**src/hdl/htc_pkg.sv**
```systemverilog
// Shared types, register indexes, fault codes and conversion constants for the
// hot-swap telemetry converter. No dependencies.
package htc_pkg;

  // Configuration register indexes.
  localparam int CFG_IDX_W = 1;
  localparam logic [CFG_IDX_W-1:0] REG_CURRENT_FLOOR = 1'd0;
  localparam logic [CFG_IDX_W-1:0] REG_POWER_FLOOR   = 1'd1;

  localparam logic signed [15:0] CURRENT_FLOOR_RST = 16'sd12;
  localparam logic signed [15:0] POWER_FLOOR_RST   = 16'sd5;

  // Priority fault codes.
  localparam logic [2:0] FAULT_NONE        = 3'd0;
  localparam logic [2:0] FAULT_COMMS       = 3'd1;
  localparam logic [2:0] FAULT_MOSFET      = 3'd2;
  localparam logic [2:0] FAULT_BREAKER     = 3'd3;
  localparam logic [2:0] FAULT_OVERVOLT    = 3'd4;
  localparam logic [2:0] FAULT_OVERTEMP    = 3'd5;
  localparam logic [2:0] FAULT_OVERCURRENT = 3'd6;

  // Current: (2512*i + 26700) / 1000. The magnitude is clamped just past the
  // saturation point so that the reciprocal multiply stays exact.
  localparam int CUR_GAIN  = 2512;
  localparam int CUR_OFS   = 26700;
  localparam int CUR_DIV   = 1000;
  localparam int CUR_NUM_W = 28;
  localparam int CUR_MAG_W = 25;
  localparam int CUR_S     = 35;
  localparam int CUR_M_W   = 26;
  localparam int CUR_LIM   = 32768 * CUR_DIV;
  localparam logic [CUR_M_W-1:0] CUR_M =
    CUR_M_W'(((64'd1 << CUR_S) + 64'(CUR_DIV) - 64'd1) / 64'(CUR_DIV));

  // Voltages: (10000*v + offset) / divisor, signed.
  localparam int VLT_GAIN  = 10000;
  localparam int VOUT_OFS  = 240000;
  localparam int VIN_OFS   = 120000;
  localparam int VOUT_DIV  = 4587;
  localparam int VIN_DIV   = 4578;
  localparam int VLT_NUM_W = 30;
  localparam int VLT_MAG_W = 28;
  localparam int VLT_S     = 41;
  localparam int VLT_M_W   = 29;
  localparam int VOUT_LIM  = 32769 * VOUT_DIV;
  localparam int VIN_LIM   = 32769 * VIN_DIV;
  localparam logic [VLT_M_W-1:0] VOUT_M =
    VLT_M_W'(((64'd1 << VLT_S) + 64'(VOUT_DIV) - 64'd1) / 64'(VOUT_DIV));
  localparam logic [VLT_M_W-1:0] VIN_M =
    VLT_M_W'(((64'd1 << VLT_S) + 64'(VIN_DIV) - 64'd1) / 64'(VIN_DIV));

  // Power: (95*p + 240) / 4.
  localparam int PWR_GAIN  = 95;
  localparam int PWR_OFS   = 240;
  localparam int PWR_NUM_W = 23;
  localparam int PWR_Q_W   = 20;

  // Energy increment: 25*power/9, folded into one constant multiply.
  localparam int EN_DIV = 9;
  localparam int EN_S   = 24;
  localparam int EN_K_W = 26;
  localparam int EN_INC_W = 17;
  localparam logic [EN_K_W-1:0] EN_K =
    EN_K_W'(64'd25 * (((64'd1 << EN_S) + 64'(EN_DIV) - 64'd1) / 64'(EN_DIV)));
  localparam int ENERGY_MAX_STEP = (32767 * 25) / EN_DIV;

  typedef struct packed {
    logic [7:0]         fault_byte;
    logic [7:0]         warn_byte;
    logic signed [15:0] current_raw;
    logic signed [15:0] vo_raw;
    logic signed [15:0] vin_raw;
    logic signed [15:0] power_raw;
    logic signed [15:0] temp_raw;
  } raw_rec_t;

  typedef struct packed {
    logic [2:0]           fault_code;
    logic                 pwr_ok;
    logic                 dev_off;
    logic                 cur_zero;
    logic [CUR_MAG_W-1:0] cur_mag;
    logic                 vout_neg;
    logic [VLT_MAG_W-1:0] vout_mag;
    logic                 vin_neg;
    logic [VLT_MAG_W-1:0] vin_mag;
    logic                 pwr_zero;
    logic [PWR_Q_W-1:0]   pwr_q;
    logic signed [11:0]   temp;
  } num_rec_t;

  typedef struct packed {
    logic [2:0]         fault_code;
    logic               pwr_ok;
    logic               dev_off;
    logic [14:0]        current_10ma;
    logic signed [15:0] vo_10mv;
    logic signed [15:0] vi_10mv;
    logic [14:0]        power_100mw;
    logic signed [11:0] temp_degc;
  } scl_rec_t;

  typedef struct packed {
    logic load_num;
    logic load_scl;
  } stage_ctl_t;

endpackage

```
**src/hdl/hotswap_telemetry_converter.sv**
```systemverilog
// Top level of the hot-swap telemetry converter: input register, scaling
// datapath, energy accumulator and result register. Depends on htc_pkg and
// htc_convert.
//
// One telemetry record is taken per clock cycle while the result side keeps
// up; it then passes through four register stages that bracket the constant
// multiplies: input capture, numerators, reciprocal-multiply scaling, and the
// result register with the energy accumulator. Each stage holds when the one
// after it is full and stalled, and an empty stage always takes new data, so
// throughput stays at one transaction per cycle while the result side keeps
// up. The energy total starts at zero after reset and advances once per
// delivered result; there is no clearing pass. The user must write the floors
// through the configuration port only while no transaction is in flight; the
// block itself does not enforce this.
module hotswap_telemetry_converter (
  input  logic                           clk,
  input  logic                           rst_n,
  input  logic                           cfg_we,
  input  logic [htc_pkg::CFG_IDX_W-1:0]  cfg_index,
  input  logic [15:0]                    cfg_wdata,
  input  logic                           in_valid,
  output logic                           in_ready,
  input  logic [7:0]                     in_fault_byte,
  input  logic [7:0]                     in_warn_byte,
  input  logic signed [15:0]             in_current_raw,
  input  logic signed [15:0]             in_vo_raw,
  input  logic signed [15:0]             in_vin_raw,
  input  logic signed [15:0]             in_power_raw,
  input  logic signed [15:0]             in_temp_raw,
  output logic                           out_valid,
  input  logic                           out_ready,
  output logic [2:0]                     out_fault_code,
  output logic                           out_pwr_ok,
  output logic                           out_dev_off,
  output logic [14:0]                    out_current_10ma,
  output logic signed [15:0]             out_vo_10mv,
  output logic signed [15:0]             out_vi_10mv,
  output logic [14:0]                    out_power_100mw,
  output logic signed [11:0]             out_temp_degc,
  output logic signed [31:0]             out_energy_uwh
);
  import htc_pkg::*;

  logic signed [15:0] cur_floor_r, pwr_floor_r;
  logic               v1_r, v2_r, v3_r, out_valid_r;
  logic               rdy2, rdy3, rdy4, ld4;
  raw_rec_t           raw_r;
  scl_rec_t           scl;
  scl_rec_t           res_r;
  stage_ctl_t         ctl;
  logic signed [31:0] energy_r, energy_nxt;
  logic [15+EN_K_W-1:0] en_prod;

  always_ff @(posedge clk) begin
    if (!rst_n) begin
      cur_floor_r <= CURRENT_FLOOR_RST;
      pwr_floor_r <= POWER_FLOOR_RST;
    end else if (cfg_we) begin
      unique case (cfg_index)
        REG_CURRENT_FLOOR: cur_floor_r <= $signed(cfg_wdata);
        REG_POWER_FLOOR:   pwr_floor_r <= $signed(cfg_wdata);
        default: ;
      endcase
    end
  end

  // A stage can load when it is empty or when its contents move on this cycle.
  assign rdy4     = !out_valid_r || out_ready;
  assign rdy3     = !v3_r || rdy4;
  assign rdy2     = !v2_r || rdy3;
  assign in_ready = !v1_r || rdy2;
  assign ld4      = rdy4 && v3_r;

  assign ctl.load_num = rdy2 && v1_r;
  assign ctl.load_scl = rdy3 && v2_r;

  always_ff @(posedge clk) begin
    if (!rst_n) begin
      v1_r        <= 1'b0;
      v2_r        <= 1'b0;
      v3_r        <= 1'b0;
      out_valid_r <= 1'b0;
    end else begin
      if (in_ready) v1_r <= in_valid;
      if (rdy2)     v2_r <= v1_r;
      if (rdy3)     v3_r <= v2_r;
      if (rdy4)     out_valid_r <= v3_r;
    end
  end

  always_ff @(posedge clk) begin
    if (in_valid && in_ready) begin
      raw_r.fault_byte  <= in_fault_byte;
      raw_r.warn_byte   <= in_warn_byte;
      raw_r.current_raw <= in_current_raw;
      raw_r.vo_raw      <= in_vo_raw;
      raw_r.vin_raw     <= in_vin_raw;
      raw_r.power_raw   <= in_power_raw;
      raw_r.temp_raw    <= in_temp_raw;
    end
  end

  htc_convert u_convert (
    .clk       (clk),
    .ctl       (ctl),
    .raw       (raw_r),
    .cur_floor (cur_floor_r),
    .pwr_floor (pwr_floor_r),
    .scl       (scl)
  );

  // 25*power/9 as one multiply by a scaled reciprocal, then wrap into the total.
  always_comb begin
    en_prod    = (15+EN_K_W)'(scl.power_100mw) * (15+EN_K_W)'(EN_K);
    energy_nxt = energy_r + $signed(32'(en_prod[EN_S+EN_INC_W-1:EN_S]));
  end

  always_ff @(posedge clk) begin
    if (!rst_n) begin
      energy_r <= 32'sd0;
    end else if (ld4) begin
      energy_r <= energy_nxt;
    end
  end

  always_ff @(posedge clk) begin
    if (ld4) begin
      res_r <= scl;
    end
  end

  assign out_valid        = out_valid_r;
  assign out_fault_code   = res_r.fault_code;
  assign out_pwr_ok       = res_r.pwr_ok;
  assign out_dev_off      = res_r.dev_off;
  assign out_current_10ma = res_r.current_10ma;
  assign out_vo_10mv      = res_r.vo_10mv;
  assign out_vi_10mv      = res_r.vi_10mv;
  assign out_power_100mw  = res_r.power_100mw;
  assign out_temp_degc    = res_r.temp_degc;
  assign out_energy_uwh   = energy_r;

`ifndef NO_ASSERTIONS
  a_energy_holds: assert property (@(posedge clk) disable iff (!rst_n)
    !ld4 |=> $stable(energy_r))
    else $error("energy total changed without a new result");

  a_energy_step: assert property (@(posedge clk) disable iff (!rst_n)
    ld4 |=> ($unsigned(energy_r - $past(energy_r)) <= 32'(ENERGY_MAX_STEP)))
    else $error("energy increment exceeds the largest possible step");

  a_fault_code: assert property (@(posedge clk) disable iff (!rst_n)
    out_valid_r |-> (res_r.fault_code <= FAULT_OVERCURRENT))
    else $error("fault code out of range");

  a_no_drop: assert property (@(posedge clk) disable iff (!rst_n)
    (v3_r && !rdy4) |=> v3_r)
    else $error("scaled transaction dropped while the result register was stalled");
`endif

endmodule

```
**src/hdl/htc_convert.sv**
```systemverilog
// Two-stage scaling datapath: numerators and clamped magnitudes, then
// reciprocal multiplies and saturation. Depends on htc_pkg.
module htc_convert (
  input  logic                  clk,
  input  htc_pkg::stage_ctl_t   ctl,
  input  htc_pkg::raw_rec_t     raw,
  input  logic signed [15:0]    cur_floor,
  input  logic signed [15:0]    pwr_floor,
  output htc_pkg::scl_rec_t     scl
);
  import htc_pkg::*;

  num_rec_t num_r, num_nxt;
  scl_rec_t scl_r, scl_nxt;

  logic signed [CUR_NUM_W-1:0] cur_num;
  logic signed [VLT_NUM_W-1:0] vout_num, vout_abs;
  logic signed [VLT_NUM_W-1:0] vin_num, vin_abs;
  logic signed [PWR_NUM_W-1:0] pwr_num;
  logic signed [15:0]          temp_adj;

  always_comb begin
    cur_num  = CUR_NUM_W'($signed(raw.current_raw)) * CUR_NUM_W'(CUR_GAIN)
             + CUR_NUM_W'(CUR_OFS);
    vout_num = VLT_NUM_W'($signed(raw.vo_raw)) * VLT_NUM_W'(VLT_GAIN)
             + VLT_NUM_W'(VOUT_OFS);
    vin_num  = VLT_NUM_W'($signed(raw.vin_raw)) * VLT_NUM_W'(VLT_GAIN)
             + VLT_NUM_W'(VIN_OFS);
    pwr_num  = PWR_NUM_W'($signed(raw.power_raw)) * PWR_NUM_W'(PWR_GAIN)
             + PWR_NUM_W'(PWR_OFS);
    vout_abs = vout_num[VLT_NUM_W-1] ? -vout_num : vout_num;
    vin_abs  = vin_num[VLT_NUM_W-1] ? -vin_num : vin_num;
    // Bias negative temperatures so the arithmetic shift truncates toward zero.
    temp_adj = raw.temp_raw + (raw.temp_raw[15] ? 16'sd15 : 16'sd0);

    num_nxt.pwr_ok  = raw.warn_byte[3];
    num_nxt.dev_off = raw.fault_byte[6];
    priority if (raw.fault_byte[1]) num_nxt.fault_code = FAULT_COMMS;
    else if (raw.warn_byte[0])      num_nxt.fault_code = FAULT_MOSFET;
    else if (raw.fault_byte[0])     num_nxt.fault_code = FAULT_BREAKER;
    else if (raw.fault_byte[4])     num_nxt.fault_code = FAULT_OVERVOLT;
    else if (raw.fault_byte[2])     num_nxt.fault_code = FAULT_OVERTEMP;
    else if (raw.fault_byte[3])     num_nxt.fault_code = FAULT_OVERCURRENT;
    else                            num_nxt.fault_code = FAULT_NONE;

    // A negative numerator truncates to a value that clamps to zero anyway.
    num_nxt.cur_zero = (raw.current_raw < cur_floor) || cur_num[CUR_NUM_W-1];
    num_nxt.cur_mag  = (cur_num > CUR_NUM_W'(CUR_LIM)) ? CUR_MAG_W'(CUR_LIM)
                     : cur_num[CUR_MAG_W-1:0];
    num_nxt.vout_neg = vout_num[VLT_NUM_W-1];
    num_nxt.vout_mag = (vout_abs > VLT_NUM_W'(VOUT_LIM)) ? VLT_MAG_W'(VOUT_LIM)
                     : vout_abs[VLT_MAG_W-1:0];
    num_nxt.vin_neg  = vin_num[VLT_NUM_W-1];
    num_nxt.vin_mag  = (vin_abs > VLT_NUM_W'(VIN_LIM)) ? VLT_MAG_W'(VIN_LIM)
                     : vin_abs[VLT_MAG_W-1:0];
    num_nxt.pwr_zero = (raw.power_raw < pwr_floor) || pwr_num[PWR_NUM_W-1];
    num_nxt.pwr_q    = pwr_num[PWR_Q_W+1:2];
    num_nxt.temp     = 12'(temp_adj >>> 4);
  end

  always_ff @(posedge clk) begin
    if (ctl.load_num) begin
      num_r <= num_nxt;
    end
  end

  logic [CUR_MAG_W+CUR_M_W-1:0] cur_prod;
  logic [VLT_MAG_W+VLT_M_W-1:0] vout_prod, vin_prod;
  logic [15:0]                  cur_q, vout_q, vin_q;

  always_comb begin
    cur_prod  = (CUR_MAG_W+CUR_M_W)'(num_r.cur_mag) * (CUR_MAG_W+CUR_M_W)'(CUR_M);
    vout_prod = (VLT_MAG_W+VLT_M_W)'(num_r.vout_mag) * (VLT_MAG_W+VLT_M_W)'(VOUT_M);
    vin_prod  = (VLT_MAG_W+VLT_M_W)'(num_r.vin_mag) * (VLT_MAG_W+VLT_M_W)'(VIN_M);
    cur_q  = cur_prod[CUR_S+15:CUR_S];
    vout_q = vout_prod[VLT_S+15:VLT_S];
    vin_q  = vin_prod[VLT_S+15:VLT_S];

    scl_nxt.fault_code = num_r.fault_code;
    scl_nxt.pwr_ok     = num_r.pwr_ok;
    scl_nxt.dev_off    = num_r.dev_off;
    scl_nxt.temp_degc  = num_r.temp;

    if (num_r.cur_zero) begin
      scl_nxt.current_10ma = 15'd0;
    end else if (cur_q[15]) begin
      scl_nxt.current_10ma = 15'h7fff;
    end else begin
      scl_nxt.current_10ma = cur_q[14:0];
    end

    if (num_r.pwr_zero) begin
      scl_nxt.power_100mw = 15'd0;
    end else if (num_r.pwr_q > PWR_Q_W'(32767)) begin
      scl_nxt.power_100mw = 15'h7fff;
    end else begin
      scl_nxt.power_100mw = num_r.pwr_q[14:0];
    end

    // Negative side saturates one count further out than the positive side.
    if (num_r.vout_neg) begin
      scl_nxt.vo_10mv = (vout_q > 16'd32768) ? 16'sh8000 : $signed(~vout_q + 16'd1);
    end else begin
      scl_nxt.vo_10mv = vout_q[15] ? 16'sh7fff : $signed(vout_q);
    end
    if (num_r.vin_neg) begin
      scl_nxt.vi_10mv = (vin_q > 16'd32768) ? 16'sh8000 : $signed(~vin_q + 16'd1);
    end else begin
      scl_nxt.vi_10mv = vin_q[15] ? 16'sh7fff : $signed(vin_q);
    end
  end

  always_ff @(posedge clk) begin
    if (ctl.load_scl) begin
      scl_r <= scl_nxt;
    end
  end

  assign scl = scl_r;

endmodule

```
**config.mk**
```make
export PLATFORM = sky130hd
export DESIGN_NAME = hotswap_telemetry_converter
export DESIGN_NICKNAME = d
export VERILOG_FILES = /design/src/hdl/htc_pkg.sv /design/src/hdl/hotswap_telemetry_converter.sv /design/src/hdl/htc_convert.sv
export SDC_FILE = /design/constraint.sdc
export NUM_CORES = 2
export LEC_CHECK = 0
export ABC_AREA = 1
export BUFFER_PORTS_ARGS = -buffer_cell sky130_fd_sc_hd__buf_2
export CORE_ASPECT_RATIO = 2
export CORE_UTILIZATION = 50
export CTS_CLUSTER_DIAMETER = 200
export DETAILED_ROUTE_END_ITERATION = 8
export GPL_TIMING_DRIVEN = 1
export PLACE_DENSITY = 0.69
export SETUP_SLACK_MARGIN = 0.4
export SLEW_MARGIN = 20
export SYNTH_ARGS = -nofsm -noshare
export SYNTH_HDL_FRONTEND = slang
export SYNTH_SLANG_ARGS = --single-unit
```
**constraint.sdc**
```tcl
create_clock -name clk -period 7.7 [get_ports clk]
set_input_delay 0 -clock clk [delete_from_list [all_inputs] [get_ports clk]]
set_output_delay 0 -clock clk [all_outputs]
set_load 0.05 [all_outputs]
```
==> flow_summary_export.csv <==
group,metric,value,unit
run_status,outcome,"completed",
sta,fin_worst_hold_slack,0.0345,ns
floorplan,dieWidth,268,um
sta,slew_violations,0,
worst_setup_path,rr_endpoint,"u_convert.scl[38]",
hold_path,hold_depth,2,
floorplan,io_pins,231,
synthesis,ys_seq_elements,427,
worst_setup_path,required,8.23,ns
grt,use_met1,28.0,%
sta,rsz0062_at_grt,"yes",
grt,grt_use_total,31.9,%
sta,finalCritPeriodShare,94.2,%
synthesis,synthArstFlopShare,0,%
cells_and_area,area_delta_synth_final,15.8,%
sta,hold_viol,0,
detailed_routing,remaining_drc_errors,0,
synthesis,synth_area_leaders,"fa_1 29%, ha_1 23%, edfxtp_1 15%",
clock_network,cts-root-buf,"clkbuf_16",
detailed_routing,viasPerCell,5.36,
clock_network,insertion_delay,0.70,ns
hold_path,hp-start,"in_temp_raw[12]",
floorplan,start_util,50.3,%
synthesis,syn_area_per_cell,9.13,um2
detailed_routing,antenna_left,0,
sta,fin_crit,7.25,ns
grt,grt_pass1_vias,61300,
worst_setup_path,critPathMaxFanout,6,
cells_and_area,design_area,0.0820,mm2
worst_setup_path,cp-end-kind,"flip-flop",
clock_network,h-tree-depth,2,
worst_setup_path,ff2ff_path_depth,27,
synthesis,synth_edf_count,359,
grt,grt_start_max_net_pins,77,
sta,finalSetupViolCount,0,
detailed_routing,drtPass1Iterations,6,
synthesis,yosys.area.top_type,"fa_1",
worst_setup_path,crit-reg2reg-launch,"u_convert.num_r[42]",
synthesis,yosys-top-cells-count,"1965 x inv_1, 1297 x ha_1, 1061 x nand2_1",
place,dp_hpwl,189000,um
place,portBuffers,222,
worst_setup_path,r2r_setup_slack,0.45,ns
clock_network,cts_tree,"built",
synthesis,syn_area,0.0708,mm2
cells_and_area,fill_cells,12300,
floorplan,die_h,534,um
floorplan,die-area,0.143,mm2
cells_and_area,fin_cells,10400,
place,gp_congestion,1.04,
run,maxCapViolCount,0,
synthesis,synth_most_common_cell,"inv_1",
synthesis,synth_top_area_share,28.6,%
cells_and_area,postLayoutCoreUtil,58.2,%
worst_setup_path,cp-start-kind,"flip-flop",
place,dp.cells,10100,
grt,gr-total-overflow,0,
synthesis,syn-num-nets,10200,
place,dpl_cell_area,0.0760,mm2
synthesis,synth_ff_type,"edfxtp_1",
synthesis,synth_cell_types,60,
floorplan,rows,195,
sta,slew_headroom,24.0,%
grt,use_met3,3.92,%
detailed_routing,finalWirelength,224000,um
clock_network,cts.path.max_buffers,3,
synthesis,ys_seq_area_share,17.1,%
clock_network,cts_buffers,45,
grt,antenna_found_initial,10,
synthesis,synth_warnings,0,
grt,grt_pass1_wl,338000,um
floorplan,coreArea,0.141,mm2
detailed_routing,drt_iter0_drc,2455,
clock_network,clock_sinks,427,
detailed_routing,vias,55800,
detailed_routing,avgRoutedWirePerCell,21.5,um
grt,busiest_layer,"met2",
sta,skew,0.0446,ns
worst_setup_path,arrival,7.78,ns
synthesis,synth_cells,7758,
grt,met2_usage,61.3,%
hold_path,hold_path_class,"in -> reg",
sta,worst_pin_slew,1.14,ns
cells_and_area,drive_above_1_share,13.1,%
worst_setup_path,critPathKind,"reg -> reg",
sta,fmax,138,MHz
cells_and_area,nNetsFinal,10900,
clock_network,clkTransAtPathRegs,0.07,ns
hold_path,min_to,"raw_r[12]",
## critical path, cell delays in order (launching register included)
cell	delay, ns
edfxtp_1	0.51
fa_2	0.67
fa_1	0.44
inv_1	0.10
fa_1	0.46
fa_1	0.49
fa_1	0.50
inv_1	0.06
fa_1	0.52
fa_2	0.66
ha_1	0.30
a21oi_2	0.20
o21ai_0	0.13
a21oi_2	0.20
o21ai_1	0.10
nand2_1	0.11
nand3_4	0.13
a21oi_2	0.17
buf_6	0.14
o21ai_2	0.07
xnor2_2	0.21
nand2_2	0.12
nor3_4	0.24
nand3_2	0.12
nand2_4	0.12
buf_12	0.11
nand2_8	0.07
o21ai_2	0.16
## timing repair
item | in CTS | in global routing
cloned | 0 | 1
hold buffers | 145 | 0
pin swaps | 81 | 197
resized for setup | 128 | 364
endpoints found under the setup margin | 50 | 115
buffers inserted | 29 | 79
hold endpoints to repair | 139 | 0
## final cells by class
class	instances	area, um2	share of cell area [%]
Multi-Input combinational cell	5308	53100	64.8
Sequential cell	427	12100	14.8
Inverter	1977	7440	9.07
Timing Repair Buffer	736	5440	6.64
Tap cell	1871	2340	2.86
Clock buffer	50	1170	1.43
Clock inverter	34	342	0.417
Antenna cell	6	15.0	0.0183
## through the flow
step | setup slack, ns | setup TNS (ns)
floorplan | 0.423 | 0
global placement | -0.156 | -0.663
detailed placement | -0.298 | -1.93
CTS | 0.400 | 0
global route | 0.151 | 0
finish | 0.446 | 0
## cells in the final DEF (no fill, tap or decap), types with 16 or more instances in the layout
| master | synthesis | routed |
|---|---|---|
| inv_1 | 1965 | 1921 |
| ha_1 | 1297 | 1237 |
| nand2_1 | 1061 | 1020 |
| fa_1 | 1011 | 969 |
| nor2_1 | 438 | 402 |
| edfxtp_1 | 359 | 359 |
| a21oi_1 | 398 | 352 |
| buf_4 | 5 | 345 |
| nand3_1 | 266 | 239 |
| o21ai_0 | 273 | 232 |
| buf_2 | 8 | 222 |
| dlygate4sd3_1 | 0 | 145 |
| xor2_1 | 127 | 116 |
| nand4_1 | 69 | 69 |
| dfxtp_1 | 68 | 68 |
| nand2_2 | 19 | 51 |
| a21oi_2 | 11 | 50 |
| inv_2 | 11 | 49 |
| ha_4 | 0 | 48 |
| xnor2_1 | 59 | 47 |
| clkbuf_16 | 0 | 45 |
| nor3_1 | 52 | 42 |
| fa_2 | 0 | 42 |
| nor2_2 | 8 | 28 |
| o21ai_1 | 4 | 28 |
| a21o_1 | 25 | 25 |
| nand3_2 | 1 | 23 |
| buf_6 | 3 | 22 |
| a31oi_1 | 24 | 21 |
| nor2_4 | 1 | 17 |
| o21ai_2 | 1 | 17 |
| o211ai_1 | 16 | 16 |
## logic make-up (layout without fill, tap and decap cells)
family	count (synthesis)	count (layout)	synth area share [%]
compound gates	835	835	6.51
xor+xnor	188	188	2.35
fa+ha+maj	2308	2308	51.5
buf+inv	2024	2797	10.8
flops	427	427	17.1
other cells	0	6	0
simple gates	1976	1977	11.7
## sequential cells by signal (all words and copies together) (netlist names)
| signal | cells |
|---|---|
| u_convert.num_r | 113 |
| raw_r | 88 |
| u_convert.scl | 79 |
| out_energy_uwh | 32 |
| cur_floor_r | 16 |
| out_vi_10mv | 16 |
| out_vo_10mv | 16 |
| pwr_floor_r | 16 |
| out_current_10ma | 15 |
| out_power_100mw | 15 |
| out_temp_degc | 12 |
| out_fault_code | 3 |
| out_dev_off | 1 |
| out_pwr_ok | 1 |
| out_valid | 1 |
| v1_r | 1 |
| v2_r | 1 |
| v3_r | 1 |
## how the worst max path moves through the flow
stage,from,slack (ns),to
global route,u_convert.num_r[73],0.15,u_convert.scl[58]
finish,u_convert.num_r[42],0.45,u_convert.scl[38]
floorplan,u_convert.num_r[60],0.42,u_convert.scl[30]
detailed placement,u_convert.scl[19],-0.30,out_energy_uwh[30]
global placement,u_convert.scl[18],-0.16,out_energy_uwh[30]
CTS,u_convert.scl[14],0.40,out_energy_uwh[30]
## metal layers
metal	vias up	share of wire, %
met5	-	0.017
met4	6	11
met3	856	3.8
met2	1598	54
met1	27300	31
li1	26000	-
Power is left out: the tool's default activity adds up to more than one toggle a clock period on the data nets, which glitch-free logic cannot reach.
